===== config.mk =====
export PLATFORM = sky130hd
export DESIGN_NAME = dmx_rgb_dimmer_strobe_top
export DESIGN_NICKNAME = d
export VERILOG_FILES = /design/src/design/dmxrgb_pkg.sv /design/src/design/dmxrgb_regs.sv /design/src/design/dmxrgb_scaler.sv /design/src/design/dmx_rgb_dimmer_strobe_top.sv
export VERILOG_INCLUDE_DIRS = /design/src /design/src/design
export SDC_FILE = /design/constraint.sdc
export NUM_CORES = 1
export LEC_CHECK = 0
export ABC_CLOCK_PERIOD_IN_PS = 18600
export BUFFER_PORTS_ARGS = -buffer_cell sky130_fd_sc_hd__buf_2
export CAP_MARGIN = 5
export CORE_MARGIN = 2
export CORE_UTILIZATION = 60
export DETAILED_ROUTE_END_ITERATION = 16
export MAX_ROUTING_LAYER = met4
export PLACE_DENSITY = 0.8
export SETUP_SLACK_MARGIN = 0.02
export SLEW_MARGIN = 20
export SYNTH_ARGS = -nofsm -noshare
export SYNTH_HDL_FRONTEND = slang
export SYNTH_HIERARCHICAL = 1
export SYNTH_SLANG_ARGS = --single-unit

===== constraint.sdc =====
create_clock -name clk -period 18.6 [get_ports clk]
set_clock_uncertainty 0.1 [all_clocks]
set_input_delay 4.65 -clock clk [delete_from_list [all_inputs] [get_ports clk]]
set_output_delay 4.65 -clock clk [all_outputs]
set_load 0.02 [all_outputs]

===== src/design/dmx_rgb_dimmer_strobe_top_defines.svh =====
//------------------------------------------------------------------------------
// dmx rgb dimmer strobe assertion macros
// shared concurrent assertion forms, clocked on clk and disabled in reset
//------------------------------------------------------------------------------
`ifndef DMX_RGB_DIMMER_STROBE_TOP_DEFINES_SVH
`define DMX_RGB_DIMMER_STROBE_TOP_DEFINES_SVH

// same-cycle implication
`define DMXRGB_ASSERT_NOW(label, ante, cons, msg) \
  label: assert property (@(posedge clk) disable iff (!rst_n) (ante) |-> (cons)) \
    else $error(msg);

// next-cycle implication
`define DMXRGB_ASSERT_NEXT(label, ante, cons, msg) \
  label: assert property (@(posedge clk) disable iff (!rst_n) (ante) |=> (cons)) \
    else $error(msg);

`endif


===== src/design/dmxrgb_pkg.sv =====
//------------------------------------------------------------------------------
// dmxrgb_pkg
// types, codes and constants of the dmx rgb dimmer with strobe
//------------------------------------------------------------------------------
`timescale 1ns / 1ps

package dmxrgb_pkg;

  localparam int unsigned SLOT_COUNT = 6;
  localparam logic [9:0] ELAPSED_MAX = 10'd1023;
  localparam logic [9:0] START_ADDR_RESET = 10'd1;
  localparam logic [9:0] PERIOD_RESET = 10'd1000;
  localparam logic [7:0] DUTY_MAX = 8'd255;

  // slot positions inside the fixture window
  localparam logic [2:0] SLOT_DIMMER = 3'd0;
  localparam logic [2:0] SLOT_RED    = 3'd1;
  localparam logic [2:0] SLOT_GREEN  = 3'd2;
  localparam logic [2:0] SLOT_BLUE   = 3'd3;
  localparam logic [2:0] SLOT_STROBE = 3'd4;
  localparam logic [2:0] SLOT_CORR   = 3'd5;

  typedef enum logic [1:0] {
    MODE_SLOT      = 2'd0,
    MODE_FRAME_END = 2'd1,
    MODE_TIMEOUT   = 2'd2,
    MODE_TICK      = 2'd3
  } mode_t;

  typedef enum logic [2:0] {
    SC_IDLE,
    SC_MUL,
    SC_CHK,
    SC_DIV,
    SC_HOLD
  } scale_state_t;

  // operands handed to the scaler at frame end
  typedef struct packed {
    logic [6:0] dim;
    logic [7:0] red;
    logic [7:0] green;
    logic [7:0] blue;
    logic [7:0] corr;
  } scale_ops_t;

  typedef struct packed {
    logic go;
    logic zero;
  } scale_cmd_t;

  // 1000 / k for k = 1 .. 30
  function automatic logic [9:0] strobe_period(input logic [4:0] k);
    logic [9:0] p;
    unique case (k)
      5'd1:  p = 10'd1000;
      5'd2:  p = 10'd500;
      5'd3:  p = 10'd333;
      5'd4:  p = 10'd250;
      5'd5:  p = 10'd200;
      5'd6:  p = 10'd166;
      5'd7:  p = 10'd142;
      5'd8:  p = 10'd125;
      5'd9:  p = 10'd111;
      5'd10: p = 10'd100;
      5'd11: p = 10'd90;
      5'd12: p = 10'd83;
      5'd13: p = 10'd76;
      5'd14: p = 10'd71;
      5'd15: p = 10'd66;
      5'd16: p = 10'd62;
      5'd17: p = 10'd58;
      5'd18: p = 10'd55;
      5'd19: p = 10'd52;
      5'd20: p = 10'd50;
      5'd21: p = 10'd47;
      5'd22: p = 10'd45;
      5'd23: p = 10'd43;
      5'd24: p = 10'd41;
      5'd25: p = 10'd40;
      5'd26: p = 10'd38;
      5'd27: p = 10'd37;
      5'd28: p = 10'd35;
      5'd29: p = 10'd34;
      5'd30: p = 10'd33;
      default: p = PERIOD_RESET;
    endcase
    return p;
  endfunction

endpackage


===== src/design/dmxrgb_regs.sv =====
//------------------------------------------------------------------------------
// dmxrgb_regs
// fixture slot window, start address, strobe level, gate and ms timer
//------------------------------------------------------------------------------
`timescale 1ns / 1ps

module dmxrgb_regs
  import dmxrgb_pkg::*;
(
  input  logic       clk,
  input  logic       rst_n,
  input  logic       cfg_wr_en,
  input  logic [9:0] cfg_wr_data,
  input  logic       accept,
  input  mode_t      mode,
  input  logic [9:0] slot_index,
  input  logic [7:0] slot_value,
  output scale_ops_t ops
);

  logic [7:0] slots_r [SLOT_COUNT];
  logic [9:0] start_r;
  logic [7:0] strobe_r;
  logic [9:0] period_r;
  logic       gate_r;
  logic [9:0] elapsed_r;

  logic [9:0]  offset;
  logic        in_window;
  logic [12:0] strobe_x29;
  logic [12:0] strobe_q;
  logic [4:0]  strobe_k;
  logic [9:0]  elapsed_inc;
  logic        gate_eff;
  logic        toggle;

  assign offset    = slot_index - start_r;
  assign in_window = (slot_index >= start_r) && (offset < 10'(SLOT_COUNT));

  // x / 255 as (x + (x >> 8) + 1) >> 8, exact for the 13-bit x used here
  assign strobe_x29 = 13'(slots_r[SLOT_STROBE]) * 13'd29;
  assign strobe_q   = (strobe_x29 + (strobe_x29 >> 8) + 13'd1) >> 8;
  assign strobe_k   = strobe_q[4:0] + 5'd1;

  assign elapsed_inc = (elapsed_r == ELAPSED_MAX) ? ELAPSED_MAX : elapsed_r + 10'd1;
  assign toggle      = (strobe_r != 8'd0) && (elapsed_inc > period_r);

  // gate as it stands after the frame-end update
  assign gate_eff = gate_r || (slots_r[SLOT_STROBE] == 8'd0);

  assign ops.dim   = gate_eff ? slots_r[SLOT_DIMMER][7:1] : 7'd0;
  assign ops.red   = slots_r[SLOT_RED];
  assign ops.green = slots_r[SLOT_GREEN];
  assign ops.blue  = slots_r[SLOT_BLUE];
  assign ops.corr  = slots_r[SLOT_CORR];

  always_ff @(posedge clk) begin
    if (!rst_n) begin
      for (int i = 0; i < SLOT_COUNT; i++) begin
        slots_r[i] <= 8'd0;
      end
      start_r   <= START_ADDR_RESET;
      strobe_r  <= 8'd0;
      period_r  <= PERIOD_RESET;
      gate_r    <= 1'b0;
      elapsed_r <= 10'd0;
    end else begin
      if (cfg_wr_en) begin
        start_r <= cfg_wr_data;
      end
      if (accept) begin
        unique case (mode)
          MODE_SLOT: begin
            if (in_window) begin
              slots_r[offset[2:0]] <= slot_value;
            end
          end
          MODE_FRAME_END: begin
            strobe_r <= slots_r[SLOT_STROBE];
            period_r <= strobe_period(strobe_k);
            gate_r   <= gate_eff;
          end
          MODE_TIMEOUT: begin
          end
          MODE_TICK: begin
            if (toggle) begin
              gate_r    <= ~gate_r;
              elapsed_r <= 10'd0;
            end else begin
              elapsed_r <= elapsed_inc;
            end
          end
          default: begin
          end
        endcase
      end
    end
  end

endmodule


===== src/design/dmxrgb_scaler.sv =====
//------------------------------------------------------------------------------
// dmxrgb_scaler
// duty sequencer around one shared multiplier and a radix-2 divide step
//------------------------------------------------------------------------------
`timescale 1ns / 1ps

`include "dmx_rgb_dimmer_strobe_top_defines.svh"

module dmxrgb_scaler
  import dmxrgb_pkg::*;
(
  input  logic       clk,
  input  logic       rst_n,
  input  scale_cmd_t cmd,
  input  scale_ops_t ops,
  output logic       busy,
  output logic       out_valid,
  input  logic       out_stall,
  output logic [7:0] out_red_duty,
  output logic [7:0] out_green_duty,
  output logic [7:0] out_blue_duty
);

  scale_state_t state_r, state_nxt;
  logic [2:0]  cnt_r, cnt_nxt;
  logic        out_valid_r, out_valid_nxt;

  logic [6:0]  dim_r, dim_nxt;
  logic [7:0]  col_r [3];
  logic [7:0]  col_nxt [3];
  logic [7:0]  div_r, div_nxt;
  logic [14:0] prod_r, prod_nxt;
  logic [7:0]  rem_r, rem_nxt;
  logic [7:0]  quo_r, quo_nxt;
  logic [7:0]  red_r, red_nxt;
  logic [7:0]  green_r, green_nxt;
  logic [7:0]  blue_r, blue_nxt;
  logic [7:0]  out_red_r, out_red_nxt;
  logic [7:0]  out_green_r, out_green_nxt;
  logic [7:0]  out_blue_r, out_blue_nxt;

  logic [14:0] mul;
  logic [9:0]  trial;
  logic        borrow;
  logic        load_out;

  assign mul    = 15'(dim_r) * 15'(col_r[cnt_r[1:0]]);
  assign trial  = {1'b0, rem_r, quo_r[7]} - {2'b00, div_r};
  assign borrow = trial[9];

  always_comb begin
    state_nxt     = state_r;
    cnt_nxt       = cnt_r;
    dim_nxt       = dim_r;
    col_nxt       = col_r;
    div_nxt       = div_r;
    prod_nxt      = prod_r;
    rem_nxt       = rem_r;
    quo_nxt       = quo_r;
    red_nxt       = red_r;
    green_nxt     = green_r;
    blue_nxt      = blue_r;
    load_out      = 1'b0;

    unique case (state_r)
      SC_IDLE: begin
        if (cmd.go) begin
          dim_nxt    = ops.dim;
          col_nxt[0] = ops.red;
          col_nxt[1] = ops.green;
          col_nxt[2] = ops.blue;
          div_nxt    = (ops.corr == 8'd0) ? 8'd1 : ops.corr;
          cnt_nxt    = 3'd0;
          if (cmd.zero) begin
            red_nxt   = 8'd0;
            green_nxt = 8'd0;
            blue_nxt  = 8'd0;
            state_nxt = SC_HOLD;
          end else begin
            state_nxt = SC_MUL;
          end
        end
      end
      SC_MUL: begin
        priority case (cnt_r)
          3'd0: prod_nxt  = mul;
          3'd1: green_nxt = {1'b0, mul[14:8]};
          default: begin
            blue_nxt  = {1'b0, mul[14:8]};
            state_nxt = SC_CHK;
          end
        endcase
        cnt_nxt = (cnt_r == 3'd2) ? 3'd0 : cnt_r + 3'd1;
      end
      SC_CHK: begin
        // red = floor((prod / 2) / corr); quotient past 255 saturates
        if ({2'b00, prod_r[14:9]} >= div_r) begin
          red_nxt   = DUTY_MAX;
          state_nxt = SC_HOLD;
        end else begin
          rem_nxt   = {2'b00, prod_r[14:9]};
          quo_nxt   = prod_r[8:1];
          cnt_nxt   = 3'd0;
          state_nxt = SC_DIV;
        end
      end
      SC_DIV: begin
        rem_nxt = borrow ? {rem_r[6:0], quo_r[7]} : trial[7:0];
        quo_nxt = {quo_r[6:0], ~borrow};
        cnt_nxt = cnt_r + 3'd1;
        if (cnt_r == 3'd7) begin
          red_nxt   = {quo_r[6:0], ~borrow};
          state_nxt = SC_HOLD;
        end
      end
      SC_HOLD: begin
        if (!out_valid_r || !out_stall) begin
          load_out  = 1'b1;
          state_nxt = SC_IDLE;
        end
      end
      default: state_nxt = SC_IDLE;
    endcase

    out_valid_nxt = (out_valid_r && out_stall) || load_out;
    out_red_nxt   = load_out ? red_r   : out_red_r;
    out_green_nxt = load_out ? green_r : out_green_r;
    out_blue_nxt  = load_out ? blue_r  : out_blue_r;
  end

  always_ff @(posedge clk) begin
    if (!rst_n) begin
      state_r     <= SC_IDLE;
      cnt_r       <= 3'd0;
      out_valid_r <= 1'b0;
    end else begin
      state_r     <= state_nxt;
      cnt_r       <= cnt_nxt;
      out_valid_r <= out_valid_nxt;
    end
  end

  always_ff @(posedge clk) begin
    dim_r       <= dim_nxt;
    col_r       <= col_nxt;
    div_r       <= div_nxt;
    prod_r      <= prod_nxt;
    rem_r       <= rem_nxt;
    quo_r       <= quo_nxt;
    red_r       <= red_nxt;
    green_r     <= green_nxt;
    blue_r      <= blue_nxt;
    out_red_r   <= out_red_nxt;
    out_green_r <= out_green_nxt;
    out_blue_r  <= out_blue_nxt;
  end

  assign busy           = (state_r != SC_IDLE);
  assign out_valid      = out_valid_r;
  assign out_red_duty   = out_red_r;
  assign out_green_duty = out_green_r;
  assign out_blue_duty  = out_blue_r;

  `DMXRGB_ASSERT_NOW(a_rem_below_div, state_r == SC_DIV, rem_r < div_r, "remainder not below divisor")
  `DMXRGB_ASSERT_NOW(a_mul_cnt, state_r == SC_MUL, cnt_r <= 3'd2, "multiply step out of range")
  `DMXRGB_ASSERT_NEXT(a_div_ends, state_r == SC_DIV && cnt_r == 3'd7, state_r == SC_HOLD, "divide did not finish")
  `DMXRGB_ASSERT_NEXT(a_load_valid, state_r == SC_HOLD && (!out_valid_r || !out_stall), out_valid_r && state_r == SC_IDLE, "result beat not loaded")

endmodule


===== src/design/dmx_rgb_dimmer_strobe_top.sv =====
// result path: a frame-end beat passes the multiply, range-check, divide and hold states,
//   a timeout beat only the hold state; the divide is skipped when red saturates
// throughput: slot and tick beats every cycle while the scaler is idle; a frame end holds
//   the input through 3 passes through the shared multiplier, a range check and 8 divide
//   steps for red, plus any wait of the result on out_stall (a timeout only its hold state)
// reset: rst_n is synchronous, active low; slots, strobe and timer clear, start address 1
//------------------------------------------------------------------------------
// dmx_rgb_dimmer_strobe_top
// dmx rgb dimmer with strobe: slot window, strobe timer and duty scaler
//------------------------------------------------------------------------------
`timescale 1ns / 1ps

module dmx_rgb_dimmer_strobe_top
  import dmxrgb_pkg::*;
(
  input  logic       clk,
  input  logic       rst_n,
  input  logic       cfg_wr_en,
  input  logic [9:0] cfg_wr_data,
  input  logic       in_valid,
  output logic       in_stall,
  input  logic [1:0] in_mode,
  input  logic [9:0] in_slot_index,
  input  logic [7:0] in_slot_value,
  output logic       out_valid,
  input  logic       out_stall,
  output logic [7:0] out_red_duty,
  output logic [7:0] out_green_duty,
  output logic [7:0] out_blue_duty
);

  logic       busy;
  logic       accept;
  mode_t      mode;
  scale_ops_t ops;
  scale_cmd_t cmd;

  assign mode     = mode_t'(in_mode);
  assign in_stall = busy;
  assign accept   = in_valid && !busy;

  assign cmd.go   = accept && ((mode == MODE_FRAME_END) || (mode == MODE_TIMEOUT));
  assign cmd.zero = (mode == MODE_TIMEOUT);

  dmxrgb_regs u_regs (
    .clk         (clk),
    .rst_n       (rst_n),
    .cfg_wr_en   (cfg_wr_en),
    .cfg_wr_data (cfg_wr_data),
    .accept      (accept),
    .mode        (mode),
    .slot_index  (in_slot_index),
    .slot_value  (in_slot_value),
    .ops         (ops)
  );

  dmxrgb_scaler u_scaler (
    .clk            (clk),
    .rst_n          (rst_n),
    .cmd            (cmd),
    .ops            (ops),
    .busy           (busy),
    .out_valid      (out_valid),
    .out_stall      (out_stall),
    .out_red_duty   (out_red_duty),
    .out_green_duty (out_green_duty),
    .out_blue_duty  (out_blue_duty)
  );

endmodule


==> metrics.md, run 1 <==
| Metric | Value |
|---|---|
| Status | `finished clean` |
| Core footprint | `21100 µm²` |
| Final-report hold violation count | `0` |
| Critical Path Max Stage Delay | `880 ps` |
| Skew-Pair Late Insertion Delay | `520 ps` |
| Fillcell total | `1555` |
| Mapped Avg Cell Area | `10.6 µm²` |
| Final setup vio count | `0` |
| EDFF count, synth | `160` |
| Leak | `0.00599 µW` |
| Layout Area Growth over Synthesis | `10.1%` |
| Count of pins over their slew limit | `0` |
| CTS tree | `yes` |
| Wire per inst | `17.1 µm` |
| Least-Margin Pin Slew | `1120 ps` |
| DR iter-0 viols | `769` |
| DRC viols | `0` |
| Post-Layout Cell Count | `1563` |
| Vias | `9187` |
| Final worst path period share | `43.9%` |
| Port bufs | `58` |
| CTS max path bufs | `3` |
| Reg2reg start | `u_regs/slots_r[4][5]` |
| Share of cells above drive strength 1 | `12.2%` |
| Hold path start | `u_regs/slots_r[3][4]` |
| RSZ-0062 raised after global routing | `no` |
| Max_slew headroom | `24.5%` |
| Row cnt | `53` |
| Post-CTS resize count | `0` |
| Worst Slack Setup Final | `10440 ps` |
| Crit path cell chain | `buf_2, inv_1, ha_1, inv_1, fa_1, a21o_1, a21oi_1, o21bai_1, a21oi_2, nor2_1, a211oi_1, o21ai_0, a211o_1, o21ai_0` |
| Pwr Density | `107 nW/µm²` |
| Initial antenna violation count | `0` |
| Die Y-Extent | `151 µm` |
| Post-DRT Antenna Nets | `0` |
| Setup TNS | `0 ps` |
| Reg clk slew, reported paths | `60 ps` |
| RR Endpoint | `u_regs/period_r[0]` |
| IO Pins | `61` |
| Leading area contributor after synthesis | `edfxtp_1` |
| Clk sinks | `206` |
| H-tree depth | `1` |
| Largest net degree at the start of global routing | `40` |
| R2R depth | `28` |
| Inst Count DP | `1521` |
| Die area | `22700 µm²` |
| Async set-reset flop share out of synthesis | `0%` |
| Post-CTS Hold Fix Bufs | `0` |
| Die X | `151 µm` |
| Worst Hold Path EP | `u_scaler/col_r[4]` |
| Yosys cell types | `93` |
| CTS Buf Count | `23` |
| Max Clock Freq | `122 MHz` |
| Most common library cell in the layout ignoring fill and taps | `edfxtp_1` |
| CP Max Fanout | `8` |
| Ant diodes | `0` |
| Most frequent cells in the layout | `edfxtp_1 (160), inv_1 (122), ha_1 (110)` |
| Routability Congestion | `0.871` |
| Initial Util | `61.3%` |
| Dpl ws | `9930 ps` |
| Critical path startpoint category | `input port` |
| Worst Path Arrival | `8210 ps` |
| GRT Total Usage | `24.7%` |
| CP Buf/Inv Count | `3` |
| Synth area leaders | `edfxtp_1 (37%), ha_1 (11%), dfxtp_1 (7.1%)` |
| Post-Syn Instances | `1218` |
| Yosys Warn Count | `6` |
| Vias in the first global route | `9063` |
| Synth Register Bits | `206` |
| Drt first pass iters | `5` |
| Via density | `5.88` |
| Crit end category | `register` |
| Total gr overflow | `0` |
| Routed WL | `26700 µm` |
| Final HPWL DP | `20000 µm` |
| First-pass GRT wire length | `43800 µm` |
| Slowest cell on crit path | `o21ai_0` |
| Cell Area, Synth | `12900 µm²` |
| Final #Nets | `1458` |
| Power Total | `1520 µW` |
| Peak VDD IR | `0.0626 mV` |
| CTS root buf | `clkbuf_16` |
| Worst hold path class | `register to register` |
| R2R Setup Slk | `10610 ps` |
| Primary FF master, synth | `edfxtp_1` |
| Cell class contributing the biggest share of worst-path delay | `compound AO/OA/AOI/OAI gates` |
| Fin crit period | `8160 ps` |
| Max-Cap Viols | `0` |
| Post-CTS Setup Inserts | `0` |
| WP data required | `18640 ps` |
| Worst Hold Depth | `0` |
| Synth top area share | `37.1%` |
| Sequential share of the synthesized area | `44.3%` |
| Critical path class | `input port to register` |
-- logic make-up (layout without fill, tap and decap cells) --
logic type                 count (synthesis)  in the layout  synth area share (%)
AOI/OAI and AO/OA                        255            255                  13.7
xor gates and xnor gates                  32             32                  2.51
adders and majority gates                152            152                  17.1
buffers and inverters                    165            234                  5.29
DFF                                      206            206                  44.3
muxes                                     30             30                  2.38
other                                      1              2                0.0290
and+or+nand+nor                          377            377                  14.6
-- area by class of cell --
type | count | area, µm² | share of cell area, %
Clock buffer | 24 | 589 | 4.14
Clock inverter | 18 | 200 | 1.41
Inverter | 125 | 469 | 3.30
Multi-Input combinational cell | 848 | 6550 | 46.0
Sequential cell | 206 | 5730 | 40.2
Tap cell | 275 | 344 | 2.42
Timing Repair Buffer | 67 | 358 | 2.51
-- synth_stat cells, drive strengths merged, types with 27 or more instances --
library cell  count
fa               42
nor2             83
edfxtp          160
dfxtp            46
ha              110
mux2i            27
and2             79
nand2           109
nand3            28
inv             124
o21ai            61
a21oi            73
-- stage by stage --
stage / area [µm²] / hold WS, ps / util [%]
final: 14200 / 320 / 67.5
after global placement: 13400 / 301 / 63.7
after detailed placement: 13400 / 305 / 63.7
after floorplan: 12900 / 300 / -
after CTS: 14200 / 318 / 67.5
after global routing: 14200 / 325 / 67.5
-- how the worst max path moves through the flow --
stage                                    start                   end  cells after the start
after floorplan               in_slot_index[0]  u_regs/slots_r[1][0]                     12
after global placement        in_slot_index[0]  u_regs/slots_r[2][5]                     13
after detailed placement      in_slot_index[0]  u_regs/slots_r[4][6]                     13
after CTS                     in_slot_index[0]  u_regs/slots_r[4][6]                     13
after global routing      u_regs/slots_r[4][5]    u_regs/period_r[0]                     28
final                         in_slot_index[0]  u_regs/slots_r[4][6]                     14
-- power by group --
group | internal, µW | switching, µW
Sequential | 542 | 17.3
Clock | 266 | 196
Combinational | 195 | 305
-- flip-flops by register name (all words and copies together), names as in the netlist, 8 cells and up --
name                   flops
u_scaler/div_r             8
u_scaler/col_r            24
u_regs/slots_r            47
u_regs/strobe_r            8
u_regs/period_r           10
u_regs/start_r            10
u_scaler/red_r             8
u_scaler/rem_r             8
u_scaler/out_red_duty      8
u_scaler/quo_r             8
u_regs/elapsed_r          10
u_scaler/prod_r           14
-- layer usage --
| metal | part of all wire (%) | wire length [µm] | GRT usage, % |
|---|---|---|---|
| met2 | 49 | 13000 | 41.1 |
| met1 | 42 | 11200 | 31.5 |
| met4 | 3.3 | 880 | 9.11 |
| met3 | 5.9 | 1560 | 3.07 |
| met5 | 0 | 0 | - |
Power figures use the tool's default switching activity.
==> run 2: changes to the inputs <==
--- a/config.mk
+++ b/config.mk
@@ -6,11 +6,11 @@
 export SDC_FILE = /design/constraint.sdc
 export NUM_CORES = 1
 export LEC_CHECK = 0
-export ABC_CLOCK_PERIOD_IN_PS = 18600
+export ABC_CLOCK_PERIOD_IN_PS = 6900
 export BUFFER_PORTS_ARGS = -buffer_cell sky130_fd_sc_hd__buf_2
 export CAP_MARGIN = 5
 export CORE_MARGIN = 2
-export CORE_UTILIZATION = 60
+export CORE_UTILIZATION = 57
 export DETAILED_ROUTE_END_ITERATION = 16
 export MAX_ROUTING_LAYER = met4
 export PLACE_DENSITY = 0.8
==> constraint.sdc (replaced) <==
create_clock -name clk -period 6.9 [get_ports clk]
set_clock_uncertainty 0.1 [all_clocks]
set_input_delay 1.725 -clock clk [delete_from_list [all_inputs] [get_ports clk]]
set_output_delay 1.725 -clock clk [all_outputs]
set_load 0.02 [all_outputs]
==> run 2 against run 1 <==
Against the previous run:
- largest cell class unchanged
- hold slack worse by 1.7 ps
- wire length is 2.0% lower
- clock power grew to 2.6 times the previous value
- largest power group unchanged
- sequential share of layout area is 0.43 points lower
- non-clock buffer count is 17 higher
- first-iteration DRC count is 18% lower
==> metrics.md, run 2 (same netlist as run 1, synthesis figures left out) <==
| Metric | Value |
|---|---|
| Status | `finished clean` |
| CTS tree | `yes` |
| Port bufs | `58` |
| Layout Area Growth over Synthesis | `11.3%` |
| CP Max Fanout | `11` |
| H-tree depth | `1` |
| Post-CTS Hold Fix Bufs | `0` |
| Critical path class | `register to register` |
| Dpl ws | `-72.9 ps` |
| Row cnt | `55` |
| Wire length on met2 | `12500 µm` |
| Top routing layer in use | `met4` |
| Share of cells above drive strength 1 | `13.5%` |
| Crit end category | `register` |
| Initial antenna violation count | `0` |
| Final non-filler cell area | `14400 µm²` |
| Register with the most flip-flops | `u_regs/slots_r` |
| Fin crit period | `6580 ps` |
| Drt first pass iters | `5` |
| Worst Slack Setup Final | `320 ps` |
| Wire length on met1 | `11400 µm` |
| Final #Nets | `1474` |
| Peak VDD IR | `0.210 mV` |
| Final HPWL DP | `19100 µm` |
| Total gr overflow | `0` |
| Final core occ | `64.1%` |
| Vias | `9231` |
| Wire length on met3 | `1650 µm` |
| CTS root buf | `clkbuf_16` |
| Post-Layout Cell Count | `1588` |
| CTS Buf Count | `22` |
| Die area | `23900 µm²` |
| Final worst path period share | `95.4%` |
| Most frequent cells in the layout | `edfxtp_1 (160), inv_1 (122), nand2_1 (109)` |
| Routability Congestion | `0.889` |
| Clk sinks | `206` |
| Flip-flop count of the largest register after layout | `47` |
| Reg clk slew, reported paths | `60 ps` |
| Worst Path Arrival | `6850 ps` |
| Die X | `155 µm` |
| Hold path start | `u_scaler/blue_r[5]` |
| Routed WL | `26100 µm` |
| Max-Cap Viols | `0` |
| Largest registers | `u_regs/slots_r x47, u_scaler/col_r x24, u_scaler/prod_r x14` |
| Initial Util | `57.7%` |
| Largest net degree at the start of global routing | `40` |
| Die Y-Extent | `155 µm` |
| Hold Slack | `318 ps` |
| Pwr Density | `286 nW/µm²` |
| Core footprint | `22400 µm²` |
| Count of pins over their slew limit | `0` |
| Wire per inst | `16.4 µm` |
| Most common library cell in the layout ignoring fill and taps | `edfxtp_1` |
| Fillcell total | `1669` |
| DR iter-0 viols | `634` |
| Final-report hold violation count | `0` |
| GRT Total Usage | `22.5%` |
| Reg2reg start | `u_regs/slots_r[4][3]` |
| CTS max path bufs | `3` |
| DRC viols | `0` |
| Post-DRT Antenna Nets | `0` |
| Leak | `0.00607 µW` |
| Worst setup startpoint | `u_regs/slots_r[4][3]` |
| Via density | `5.81` |
| Skew-Pair Late Insertion Delay | `500 ps` |
| Post-DP Area | `13600 µm²` |
| Least-Margin Pin Slew | `1050 ps` |
| IO Pins | `61` |
| Final setup vio count | `0` |
| WP data required | `7170 ps` |
| Vias in the first global route | `8830` |
| Critical path startpoint category | `register` |
| Max Clock Freq | `152 MHz` |
| Ant diodes | `0` |
| First-pass GRT wire length | `42900 µm` |
| Worst hold path class | `register to register` |
| Inst Count DP | `1545` |
| Max_slew headroom | `29.8%` |
run 2: changes by cell type in the layout (fill, tap and decap cells not counted), moves of 2 or more:
cell and delta:
buf_4 +17, inv_6 +4, ha_1 -2, clkinv_4 -2
run 2: cell type report:
cell class / instances / area [µm²] / area share (%)
timing repair buffer: 84 / 485 / 3.37
tap: 285 / 357 / 2.48
clock inverter: 16 / 161 / 1.12
clock buffer: 24 / 589 / 4.10
multi-input combinational: 848 / 6600 / 45.9
inverter: 125 / 469 / 3.26
sequential: 206 / 5730 / 39.8
run 2: layer usage:
metal  vias up  global-route usage (%)
li1       4439                       -
met1      4402                    30.2
met2       340                    36.8
met3        50                    2.80
met4         0                    5.51
met5         -                       -
run 2: critical path: stages, from the launching register on:
cell and delay (ps):
edfxtp_1 380, inv_1 140, fa_1 550, inv_1 40
ha_1 270, inv_1 50, fa_1 490, inv_1 40
ha_1 310, and2_4 180, a311o_1 420, nor2_4 170
o311ai_1 160, ha_1 300, a2111oi_4 450, nor4b_2 290
nor3_1 110, o2111a_2 330, nand2_1 170, nand2b_1 110
inv_1 70, ha_1 230, o2111ai_4 150, a21oi_2 340
or2_4 270, mux2i_1 260, a221oi_2 80
run 2: repair_timing:
action / in CTS / in global routing
setup buffers: 0 / 3
cloned: 0 / 0
pin swaps: 0 / 3
resized for setup: 1 / 7
endpoints found under the setup margin: 8 / 10
run 2: final timing paths:
| kind | slack (ps) | cells after the start | end |
|---|---|---|---|
| min reg2reg | 320 | 0 | u_scaler/out_blue_duty[5] |
| min | 320 | 0 | u_scaler/out_blue_duty[5] |
| max | 320 | 26 | u_regs/period_r[1] |
| max reg2reg | 320 | 26 | u_regs/period_r[1] |
run 2: where the power goes:
group	total, µW	switching (µW)	internal, µW
Combinational	1410	842	569
Clock	1200	493	705
Sequential	1500	43.2	1460
Total	4110	1380	2740
run 2: through the flow:
step                setup TNS (ps)  power [µW]
floorplan                        0        2570
global placement                 0        2860
detailed placement           -72.9        2890
CTS                              0        4100
global route                  -109        4340
finish                           0        4110
